[src/rtl/core/set_assoc_lru_cache_model_assert.svh]
// ----------------------------------------------------------------------------
// Assertion macros for the set-associative LRU cache model
// Clocked on clk_i, held off while rst_ni is low.
// ----------------------------------------------------------------------------
`ifndef SET_ASSOC_LRU_CACHE_MODEL_ASSERT_SVH
`define SET_ASSOC_LRU_CACHE_MODEL_ASSERT_SVH

// same-cycle implication
`define SALC_ASSERT_IMPL(lbl, ante, cons) \
  lbl: assert property (@(posedge clk_i) disable iff (!rst_ni) (ante) |-> (cons)) \
    else $error("salc assertion failed");

// next-cycle implication
`define SALC_ASSERT_NEXT(lbl, ante, cons) \
  lbl: assert property (@(posedge clk_i) disable iff (!rst_ni) (ante) |=> (cons)) \
    else $error("salc assertion failed");

`endif

[src/rtl/core/salc_ram.sv]
// ----------------------------------------------------------------------------
// salc_ram
// Generic single-write, single-read RAM with registered read data.
// ----------------------------------------------------------------------------
module salc_ram #(
  parameter int WIDTH = 8,
  parameter int DEPTH = 16,
  parameter int AW    = (DEPTH > 1) ? $clog2(DEPTH) : 1
) (
  input  logic             clk_i,
  input  logic             we_i,
  input  logic [AW-1:0]    waddr_i,
  input  logic [WIDTH-1:0] wdata_i,
  input  logic [AW-1:0]    raddr_i,
  output logic [WIDTH-1:0] rdata_o
);

  logic [WIDTH-1:0] mem_q [DEPTH];
  logic [WIDTH-1:0] rdata_q;

  always_ff @(posedge clk_i) begin
    if (we_i) begin
      mem_q[waddr_i] <= wdata_i;
    end
    rdata_q <= mem_q[raddr_i];
  end

  assign rdata_o = rdata_q;

endmodule

[config.mk]
export PLATFORM = sky130hd
export DESIGN_NAME = salc_ram
export DESIGN_NICKNAME = d
export VERILOG_FILES = /design/src/rtl/core/set_assoc_lru_cache_model_assert.svh /design/src/rtl/core/salc_ram.sv
export SDC_FILE = /design/constraint.sdc
export NUM_CORES = 1
export LEC_CHECK = 0
export BUFFER_PORTS_ARGS = -buffer_cell sky130_fd_sc_hd__buf_4
export CELL_PAD_IN_SITES_DETAIL_PLACEMENT = 0
export CELL_PAD_IN_SITES_GLOBAL_PLACEMENT = 1
export CORE_MARGIN = 2
export CORE_UTILIZATION = 57
export CTS_CLUSTER_DIAMETER = 80
export DETAILED_ROUTE_END_ITERATION = 12
export GPL_TIMING_DRIVEN = 0
export PLACE_DENSITY_LB_ADDON = 0.25
export SYNTH_ARGS = -nofsm -noshare
export SYNTH_HDL_FRONTEND = slang
export SYNTH_SLANG_ARGS = --single-unit
export TNS_END_PERCENT = 50
[constraint.sdc]
create_clock -name clk_i -period 4.9 [get_ports clk_i]
set_input_delay 0.98 -clock clk_i [delete_from_list [all_inputs] [get_ports clk_i]]
set_output_delay 0.98 -clock clk_i [all_outputs]
set_load 0.01 [all_outputs]
Word-level counts from Yosys, hierarchy flattened
Memory sizes are Yosys's and may differ from the RTL's. A register that Yosys moved wholly into a read port is not among the register bits.
Index checks and enable logic that the tools add are counted.
{ "op_classes": {"mux": 2} }
{ "op_table": {"columns": ["operator", "count"], "rows": [
  ["1-bit 2-to-1 mux", 2]
]} }
{ "word_totals": {"mem_count": 1, "output_inout_bits": 8, "in_bits": 18, "ram_bits": 128, "ff_bits": 0} }
{ "memory_table": {"columns": ["name", "words", "width", "read_ports", "rd_ports_with_merged_regs", "wr", "line", "source"], "rows": [
  ["mem_q", 16, 8, 1, 1, 1, "salc_ram.sv:18", "logic [WIDTH-1:0] mem_q [DEPTH];"]
]} }

Depth between registers and ports, before layout
Gate-level depths: netlist of the first run.
{ "logic_depth": {"word_depth": 2, "ltp_mapped": 5, "ltp_nobuf": 3} }

Worst setup path before layout of the first run
Ideal clock, no wire load.
{ "synth_path": {"path_kind": "input to register", "startpoint": "input port waddr_i[2]", "endpoint": "memory mem_q[0][0], enable pin", "path_stages": 2, "path_buffers": 0, "t_required_ns": 4.517, "setup_time_ns": 0.383, "slack_ns": 2.427, "arrival_ns": 2.090, "cell_sequence": "or3b_2 nor3_1"} }
{ "synth_rtl": {"columns": ["element", "line", "source"], "rows": [
  ["start, declared", "salc_ram.sv:12", "input logic [AW-1:0] waddr_i,"],
  ["end, declared", "salc_ram.sv:18", null]
]} }
Straight into the memory's write port.

Final worst setup path of the first run
{ "layout_path": {"startpoint": "input port waddr_i[2]", "endpoint": "memory mem_q[0][6], enable pin"} }
Straight into the memory's write port.

==> qor.yml, run 1 <==
root_buffer: "clkbuf_8"
critPathMaxFanout: 8
cp.required_ns: 5.02
crit_chain: "buf_4, or3b_2, nor3_1"
fin_setup_tns_ns: 0
die_w_um: 99.0
hpwl_mm: 5.93
fin_crit_sh_pct: 52.8
rsz0062_at_grt: "no"
path_class: "in2reg"
yosysWarnings: 0
h-tree-depth: 4
power_w: 0.00262
fp.coreArea_um2: 8720
syn_to_final_growth_pct: 17.2
cpMaxStageDelayCell: "nor3_1"
cp-startpoint: "waddr_i[2]"
hp-class: "reg2reg"
critical_path.top_delay_family: "simple AND/OR/NAND/NOR gates"
fp.dieArea_um2: 9810
vias: 2386
ir_worst_vdd_mv: 0.331
max_freq_mhz: 386
wl_per_cell_um: 24.4
fin_worst_skew_ns: 0.00430
cp-start-kind: "input port"
p_per_area_nw_per_um2: 434
finalCriticalPeriod_ns: 2.59
antenna_found_initial: 0
grt_pass1_wl_mm: 14.3
viasPerCell: 6.07
cts.sinks: 136
drt_iter0_markers: 240
postCtsResizedCells: 0
maxCapViolations: 0
postCtsSetupBuffers: 0
die_h_um: 99.0
fill_cells: 521
cp-end-kind: "register"
ys_ff_latch: 136
cp_data_arrival_time_ns: 2.71
cts.path.max_buffers: 2
placementRows: 34
outcome: "finished, final reports clean"
max_slew.worst_pin.slew_ns: 1.40
synthCells: 229
ant_nets: 0
yosysSeqAreaShare_pct: 77.8
drt_pass1_iterations: 5
r2r_start: "mem_q[4][0]"
final_cell_mix: "edfxtp_1, buf_4, mux4_2"
drive_gt1_share_pct: 30.2
synth_cell_types: 19
numPortBuffers: 24
n_antenna_cell: 0
slowest_delay_ns: 1.08
nets: 290
grt_start_max_net_pins: 17
path_buf_inv: 1
netlist_area_um2: 5150
layout.cells.most_common: "edfxtp_1"
cts_tree: "yes"
insertion_delay_ns: 0.51
drc_errors: 0
slew_headroom_pct: 6.14
gp_congestion: 0.686
hold_buffers: 0
synth_fp_nets: 247
setup_viol: 0
leakage_nw: 2.03
grt_pass1_vias: 2381
cts_buffers: 17
final_max_slew_viol_count: 0
hold_violations: 0
ios: 26
min_from: "mem_q[8][1]"
grt_overflow: 0
setup_slack_ns: 2.31
initial_core_util_pct: 59.0
avgSynthCellArea_um2: 22.5
routed_wl_mm: 9.59
path_clk_slew_ns: 0.06
dp_slack_ns: 1.81
grt_use_total_pct: 21.3
worst paths after layout:
check / end / depth (start not counted) / slack (ns)
max: mem_q[0][6] / 3 / 2.31
min: rdata_o[1] / 3 / 0.68
max reg2reg: rdata_o[0] / 3 / 3.42
min reg2reg: rdata_o[1] / 3 / 0.68
layout make-up:
| class | instances | area [um^2] | share of cell area (%) |
|---|---|---|---|
| Tap cell | 108 | 135 | 2.24 |
| Buffer | 10 | 86.3 | 1.43 |
| Timing Repair Buffer | 24 | 180 | 2.99 |
| Clock inverter | 11 | 97.6 | 1.62 |
| Clock buffer | 21 | 469 | 7.78 |
| Sequential cell | 136 | 4000 | 66.3 |
| Multi-Input combinational cell | 83 | 1060 | 17.6 |
stage by stage:
| step | utilization (%) | instances | hold slack (ns) | instance area, um^2 |
|---|---|---|---|---|
| floorplan | - | 229 | 0.629 | 5150 |
| global placement | 62.6 | 361 | 0.658 | 5460 |
| detailed placement | 62.6 | 361 | 0.667 | 5460 |
| CTS | 69.1 | 393 | 0.682 | 6030 |
| global route | 69.2 | 393 | 0.703 | 6030 |
| finish | 69.2 | 393 | 0.679 | 6030 |
cell families after synthesis:
group                  Yosys count  synth area share, %
AO/OA/AOI/OAI                   16                 2.33
flip-flops                     136                 77.8
AND/OR/NAND/NOR                 35                 3.18
multiplexers                    32                 15.0
buffers and inverters           10                 1.68
registers in the layout, indices dropped and copies added (netlist names):
register / cells
mem_q: 128
rdata_o: 8
synthesized netlist by cell type:
| cell | number | share of area, % |
|---|---|---|
| buf_4 | 1 | 0.15 |
| nor3_1 | 4 | 0.39 |
| buf_2 | 3 | 0.29 |
| nand3_1 | 1 | 0.097 |
| nand2b_1 | 2 | 0.24 |
| mux4_2 | 18 | 7.9 |
| dfxtp_1 | 8 | 3.1 |
| or3b_2 | 1 | 0.17 |
| nand2_1 | 9 | 0.66 |
| clkdlybuf4s25_2 | 3 | 0.58 |
| and2_1 | 1 | 0.12 |
| a22oi_1 | 16 | 2.3 |
| nor2_1 | 13 | 0.95 |
| nor2b_1 | 1 | 0.12 |
| mux4_1 | 14 | 7.1 |
| edfxtp_1 | 128 | 75 |
| nand3b_1 | 2 | 0.29 |
| buf_6 | 3 | 0.66 |
| and2b_1 | 1 | 0.15 |
metal layers:
layer  track usage, %  vias to the layer above  routed length (um)  part of all wire [%]
li1                 -                     1058                   -                     -
met1             31.0                     1218                3940                    41
met2             31.9                      100                4830                    50
met3             5.82                       10                 707                   7.4
met4             7.69                        0                 115                   1.2
met5                0                        -                   0                     0
worst min-delay path: cells and delay by family (launching register included):
family / cells / cell delay [ns]
mux: 1 / 0.21
simple gates: 1 / 0.05
flops: 1 / 0.31
compound gates: 1 / 0.08
power by group:
part,switching (W),internal (W)
Sequential,0.00000646,0.00130
Clock,0.000455,0.000723
Combinational,0.0000735,0.0000595
No activity file was read; power rests on OpenSTA's default activity.
==> inputs of run 2 (changes only) <==
--- a/config.mk
+++ b/config.mk
@@ -5,11 +5,12 @@
 export SDC_FILE = /design/constraint.sdc
 export NUM_CORES = 1
 export LEC_CHECK = 0
+export ABC_AREA = 1
 export BUFFER_PORTS_ARGS = -buffer_cell sky130_fd_sc_hd__buf_4
 export CELL_PAD_IN_SITES_DETAIL_PLACEMENT = 0
 export CELL_PAD_IN_SITES_GLOBAL_PLACEMENT = 1
 export CORE_MARGIN = 2
-export CORE_UTILIZATION = 57
+export CORE_UTILIZATION = 49
 export CTS_CLUSTER_DIAMETER = 80
 export DETAILED_ROUTE_END_ITERATION = 12
 export GPL_TIMING_DRIVEN = 0
==> constraint.sdc (replaced) <==
create_clock -name clk_i -period 2.7 [get_ports clk_i]
set_input_delay 0.54 -clock clk_i [delete_from_list [all_inputs] [get_ports clk_i]]
set_output_delay 0.54 -clock clk_i [all_outputs]
set_load 0.01 [all_outputs]
==> qor.yml, run 2 <==
fp.dieArea_um2: 12700  # +29%
cp-end-kind: "register"
regArea_um2: 4000  # unchanged
cts.sinks: 136  # unchanged
drc_errors: 0  # unchanged
postCtsSetupBuffers: 0  # unchanged
yosysWarnings: 0  # unchanged
multi_input_area_um2: 1210  # +14%
cp.required_ns: 2.73  # -2.29 ns
critical_path.top_delay_family: "simple AND/OR/NAND/NOR gates"
placed_cells: 716  # +98%
synthCells: 551  # +140%
grt_start_max_net_pins: 17  # unchanged
netlist_area_um2: 5770  # +12%
yosysSeqAreaShare_pct: 69.4  # -8.4 points
grt_overflow: 0  # unchanged
initial_core_util_pct: 50.3  # -8.7 points
pwr-share-seq_pct: 49.0  # -0.9 points
grt_pass1_vias: 3710  # +56%
p_switching_w: 0.00105  # +96%
die_h_um: 112  # +14%
synth_top_area_share_pct: 66.7  # -8.0 points
setup_viol: 0  # unchanged
antenna_found_initial: 0  # unchanged
largest_register_ffs: 128  # unchanged
fin_worst_skew_ns: 0.00824  # +0.00394 ns
synth_common_cells: "nand2_1, edfxtp_1, inv_1, nand3_1, nor2_1"
cts_tree: "yes"
n_antenna_cell: 0  # unchanged
synthFlopType: "edfxtp_1"
ir_worst_vdd_mv: 0.413  # +25%
final_max_slew_viol_count: 0  # unchanged
die_w_um: 112  # +14%
postCtsResizedCells: 0  # unchanged
fp.coreArea_um2: 11500  # +31%
grt_pass1_wl_mm: 21.3  # +49%
path_class: "in2reg"
fin_crit_sh_pct: 63.3
critPathMaxFanout: 8  # unchanged
pwr-share-comb_pct: 6.7  # +1.6 points
ios: 26  # unchanged
insertion_delay_ns: 0.42  # -0.09 ns
avgSynthCellArea_um2: 10.5  # -53%
async_reset_ff_share_pct: 0  # unchanged
ys_ff_latch: 136  # unchanged
grt_use_total_pct: 23.5  # +2.2 points
fill_cells: 971  # +86%
h-tree-depth: 4  # unchanged
yosysMostFrequentCell: "nand2_1"
synth_enable_flop_cells: 128  # unchanged
layout.cells.most_common: "nand2_1"
post-route-cell-area_um2: 6650  # +10%
ant_nets: 0  # unchanged
path_buf_inv: 1  # unchanged
maxCapViolations: 0  # unchanged
fin_setup_tns_ns: 0  # unchanged
p_int_w: 0.00379  # +82%
dp_slack_ns: 0.597  # -1.22 ns
slowest_delay_ns: 0.86  # -0.22 ns
hold_violations: 0  # unchanged
placementRows: 39  # +15%
swShare_pct: 21.6  # +1.2 points
vias: 3850  # +61%
path_clk_slew_ns: 0.05  # about the same
hold_buffers: 0  # unchanged
rsz0062_at_grt: "no"
final_cell_mix: "nand2_1, edfxtp_1, inv_1"
max_slew.worst_pin.slew_ns: 1.10  # -0.301 ns
synth_area_leaders: "edfxtp_1, nand2_1, nand3_1"
outcome: "finished, final reports clean"
cts.path.max_buffers: 2  # unchanged
drive_gt1_share_pct: 11.9  # -18 points
yosys.area.top_type: "edfxtp_1"
hpwl_mm: 8.94  # +51%
gp_congestion: 0.841  # +23%
syn_to_final_growth_pct: 15.4
nets: 610  # +110%
dpl_cell_area_um2: 6110  # +12%
root_buffer: "clkbuf_16"
numPortBuffers: 22  # -8.3%
cpMaxStageDelayCell: "nor2_1"
power_w: 0.00484  # +85%
viasPerCell: 5.15  # -15%
cts_buffers: 17  # unchanged
wl_per_cell_um: 18.6  # -24%
final_cells: 747  # +90%
finalCriticalPeriod_ns: 1.71
p_per_area_nw_per_um2: 728  # +68%
clkPwrFrac_pct: 44.3  # -0.7 points
cp-start-kind: "input port"
max_freq_mhz: 585
hp-class: "in2reg"
synth_fp_nets: 569  # +130%
setup_slack_ns: 0.991  # -1.32 ns
regMostFlops: "mem_q"
slew_headroom_pct: 26.7  # +21 points
drt_iter0_markers: 364  # +52%
leakage_nw: 2.89  # +42%
synth_cell_types: 12  # -7
drt_pass1_iterations: 5  # unchanged
routed_wl_mm: 13.9  # +45%
crit_chain: "buf_4, nand3b_1, nor2_1"
cp_data_arrival_time_ns: 1.74  # -0.97 ns
## run 2: path summary, 6_finish.rpt
kind                                endpoint  slack [ns]  cells past startpoint          from
worst min-delay path            mem_q[12][7]        0.47                      1    wdata_i[7]
worst min register to register    rdata_o[6]        0.69                      6  mem_q[10][6]
worst max register to register    rdata_o[1]        1.68                      6  mem_q[10][1]
worst max-delay path             mem_q[5][3]        0.99                      3    waddr_i[3]
## run 2: stage by stage
stage | utilization, % | hold slack (ns)
after floorplan | - | 0.607
after global placement | 53.3 | 0.678
after detailed placement | 53.3 | 0.680
after CTS | 58.0 | 0.444
after global routing | 58.0 | 0.464
final | 58.0 | 0.469
## run 2: final cells by class
type                            instances  share of cell area, %
Sequential cell                       136                   60.2
Tap cell                              143                   2.69
Buffer                                 24                   2.50
Clock inverter                         12                   1.65
Timing Repair Buffer                   22                   2.48
Inverter                              102                   5.75
Multi-Input combinational cell        289                   18.2
Clock buffer                           19                   6.51
## run 2: kinds of logic after synthesis
kind of cell           after synthesis  synth area share (%)
buffers and inverters              126                  9.52
flip-flops                         136                  69.4
AND/OR/NAND/NOR                    289                  21.0
## run 2: power groups by stage
stage	Sequential (W)	Combinational (W)	Clock, W
detailed placement	0.00242	0.000321	0
finish	0.00237	0.000324	0.00215
global route	0.00238	0.000355	0.00224
global placement	0.00241	0.000317	0
CTS	0.00237	0.000323	0.00216
floorplan	0.00242	0.000167	0
## run 2: metal layers
metal / up-vias / routed length [um] / part of all wire, % / global-route usage (%)
li1: 1855 / - / - / -
met1: 1800 / 6110 / 44 / 33.6
met2: 177 / 6350 / 46 / 34.8
met3: 18 / 1180 / 8.5 / 5.72
met4: 0 / 258 / 1.9 / 9.67
met5: - / 0 / 0 / 0
==> inputs of run 3 (changes only) <==
--- a/config.mk
+++ b/config.mk
@@ -10,7 +10,7 @@
 export CELL_PAD_IN_SITES_DETAIL_PLACEMENT = 0
 export CELL_PAD_IN_SITES_GLOBAL_PLACEMENT = 1
 export CORE_MARGIN = 2
-export CORE_UTILIZATION = 49
+export CORE_UTILIZATION = 44
 export CTS_CLUSTER_DIAMETER = 80
 export DETAILED_ROUTE_END_ITERATION = 12
 export GPL_TIMING_DRIVEN = 0
==> constraint.sdc (replaced) <==
create_clock -name clk_i -period 1.44 [get_ports clk_i]
set_input_delay 0.288 -clock clk_i [delete_from_list [all_inputs] [get_ports clk_i]]
set_output_delay 0.288 -clock clk_i [all_outputs]
set_load 0.01 [all_outputs]
==> qor.yml, run 3 (same netlist as run 2, synthesis figures left out) <==
outcome: "finished, final reports clean"
dp_slack_ns: -0.430  # -1.03 ns
cp_data_arrival_time_ns: 1.43  # -0.31 ns
nets: 610  # unchanged
largest_register_ffs: 128  # unchanged
fill_cells: 1166  # +20%
layout.cells.most_common: "nand2_1"
cp-startpoint: "waddr_i[3]"
p_switching_w: 0.00191  # +83%
swShare_pct: 21.2  # -0.46 points
routed_wl_mm: 14.2  # +2.3%
gp_congestion: 0.831  # -1.2%
grt_overflow: 0  # unchanged
fp.coreArea_um2: 12700  # +11%
cp-end-kind: "register"
syn_to_final_growth_pct: 16.0
worstHoldPathCells: 1  # unchanged
grt_use_total_pct: 21.5  # -2.0 points
viasPerCell: 4.90  # -5.0%
r2r_cells: 6  # unchanged
fp.dieArea_um2: 14000  # +11%
pwr-share-seq_pct: 49.3  # +0.3 points
final_max_slew_viol_count: 0  # unchanged
p_per_area_nw_per_um2: 1350  # +86%
cts.path.max_buffers: 2  # unchanged
max_freq_mhz: 715
hp-class: "in2reg"
insertion_delay_ns: 0.41  # about the same
pwr-share-comb_pct: 6.8  # about the same
hold_violations: 0  # unchanged
grt_start_max_net_pins: 17  # unchanged
vias: 3805  # -1.2%
setup_viol: 0  # unchanged
die_w_um: 118  # +5.3%
drt_pass1_iterations: 4  # -1
setup_slack_ns: 0.0423  # -0.949 ns
crit_chain: "buf_4, nand3b_1, nor2_1"
hpwl_mm: 9.21  # +3.0%
grt_pass1_vias: 3632  # -2.1%
p_int_w: 0.00712  # +88%
leakage_nw: 2.89  # about the same
rsz0062_at_grt: "yes"
ir_worst_vdd_mv: 0.705  # +71%
fin_worst_skew_ns: 0.00581  # -0.00243 ns
drc_errors: 0  # unchanged
endpoint: "mem_q[4][1]"
placementRows: 41  # +5.1%
n_antenna_cell: 0  # unchanged
root_buffer: "clkbuf_16"
cts_tree: "yes"
cts_buffers: 17  # unchanged
drt_iter0_markers: 314  # -14%
slowest_delay_ns: 0.80  # -0.06 ns
die_h_um: 118  # +5.3%
grt_pass1_wl_mm: 21.5  # +1.1%
numPortBuffers: 22  # unchanged
finalCoreUtilization_pct: 52.6  # -5.5 points
antenna_found_initial: 0  # unchanged
cts.sinks: 136  # unchanged
clkPwrFrac_pct: 44.0  # -0.3 points
maxCapViolations: 0  # unchanged
ios: 26  # unchanged
path_class: "in2reg"
critPathMaxFanout: 8  # unchanged
ant_nets: 0  # unchanged
initial_core_util_pct: 45.3  # -5.0 points
cpMaxStageDelayCell: "nor2_1"
ff2ff_setup_slack_ns: 0.42  # -1.26 ns
cp-start-kind: "input port"
max_slew.worst_pin.slew_ns: 1.02  # -0.0737 ns
drive_gt1_share_pct: 11.6  # -0.35 points
regMostFlops: "mem_q"
finalCriticalPeriod_ns: 1.40
power_w: 0.00904  # +87%
path_clk_slew_ns: 0.05  # about the same
r2r_start: "mem_q[11][4]"
final_cell_mix: "nand2_1, edfxtp_1, inv_1"
slew_headroom_pct: 31.6  # +4.9 points
h-tree-depth: 4  # unchanged
fin_crit_sh_pct: 97.1
wl_per_cell_um: 18.3  # -1.6%
r2r-end: "rdata_o[4]"
cp.required_ns: 1.47  # -1.26 ns
==> run 3: changes by cell type in the layout (fill, tap and decap cells not counted) <==
cell | before | now
bufinv_16 | 2 | 1
clkinv_1 | 4 | 1
clkbuf_1 | 2 | 8
clkbuf_8 | 0 | 3
clkinvlp_4 | 2 | 0
clkinv_2 | 4 | 2
==> run 3: power by group through the flow <==
stage / logic, W / clock network, W / registers (W)
2_1_floorplan: 0.000312 / 0 / 0.00454
5_1_grt: 0.000670 / 0.00419 / 0.00446
3_5_place_dp: 0.000610 / 0 / 0.00453
6_report: 0.000611 / 0.00397 / 0.00445
4_1_cts: 0.000612 / 0.00401 / 0.00445
3_3_place_gp: 0.000601 / 0 / 0.00453
==> run 3: critical path: cells and delay by family <==
kind / cells / cell delay [ns]
buffers and inverters: 1 / 0.12
AND/OR/NAND/NOR: 2 / 1.01
==> run 3: what timing repair did <==
item                                    4_1_cts  5_1_grt
hold buffers                                  0        0
endpoints found under the setup margin        0       16
resized for setup                             0        0
buffers inserted                              0        0
==> run 3: layer usage <==
metal	vias up	part of all wire, %	GRT usage, %
li1	1861	-	-
met1	1774	45	29.5
met2	153	46	32.8
met3	17	7.7	5.60
met4	0	1.7	8.85
met5	-	0	0
==> run 3: worst min path at each step <==
stage               start            to
2_1_floorplan  wdata_i[0]   mem_q[0][0]
6_report       wdata_i[2]   mem_q[5][2]
3_3_place_gp   wdata_i[2]   mem_q[5][2]
4_1_cts        wdata_i[2]   mem_q[4][2]
3_5_place_dp   wdata_i[2]   mem_q[4][2]
5_1_grt        wdata_i[2]  mem_q[12][2]
==> run 3: cell type report <==
type	count	area (um^2)	share of cell area, %
flip-flops and latches	136	4000	59.9
multi-input cells	289	1210	18.1
clock buffers	28	497	7.43
inverters	102	383	5.72
well taps	172	215	3.22
plain buffers	24	166	2.49
repair buffers	22	165	2.47
clock inverters	4	43.8	0.655
==> run 3: metrics by stage <==
| stage | cells | instance area (um^2) | TNS, ns | hold WS (ns) |
|---|---|---|---|---|
| 6_report | 777 | 6690 | 0 | 0.207 |
| 5_1_grt | 777 | 6690 | -0.420 | 0.213 |
| 4_1_cts | 777 | 6690 | 0 | 0.196 |
| 3_5_place_dp | 745 | 6150 | -32.43 | 0.633 |
| 3_3_place_gp | 745 | 6150 | -29.65 | 0.629 |
| 2_1_floorplan | 551 | 5770 | 0 | 0.387 |
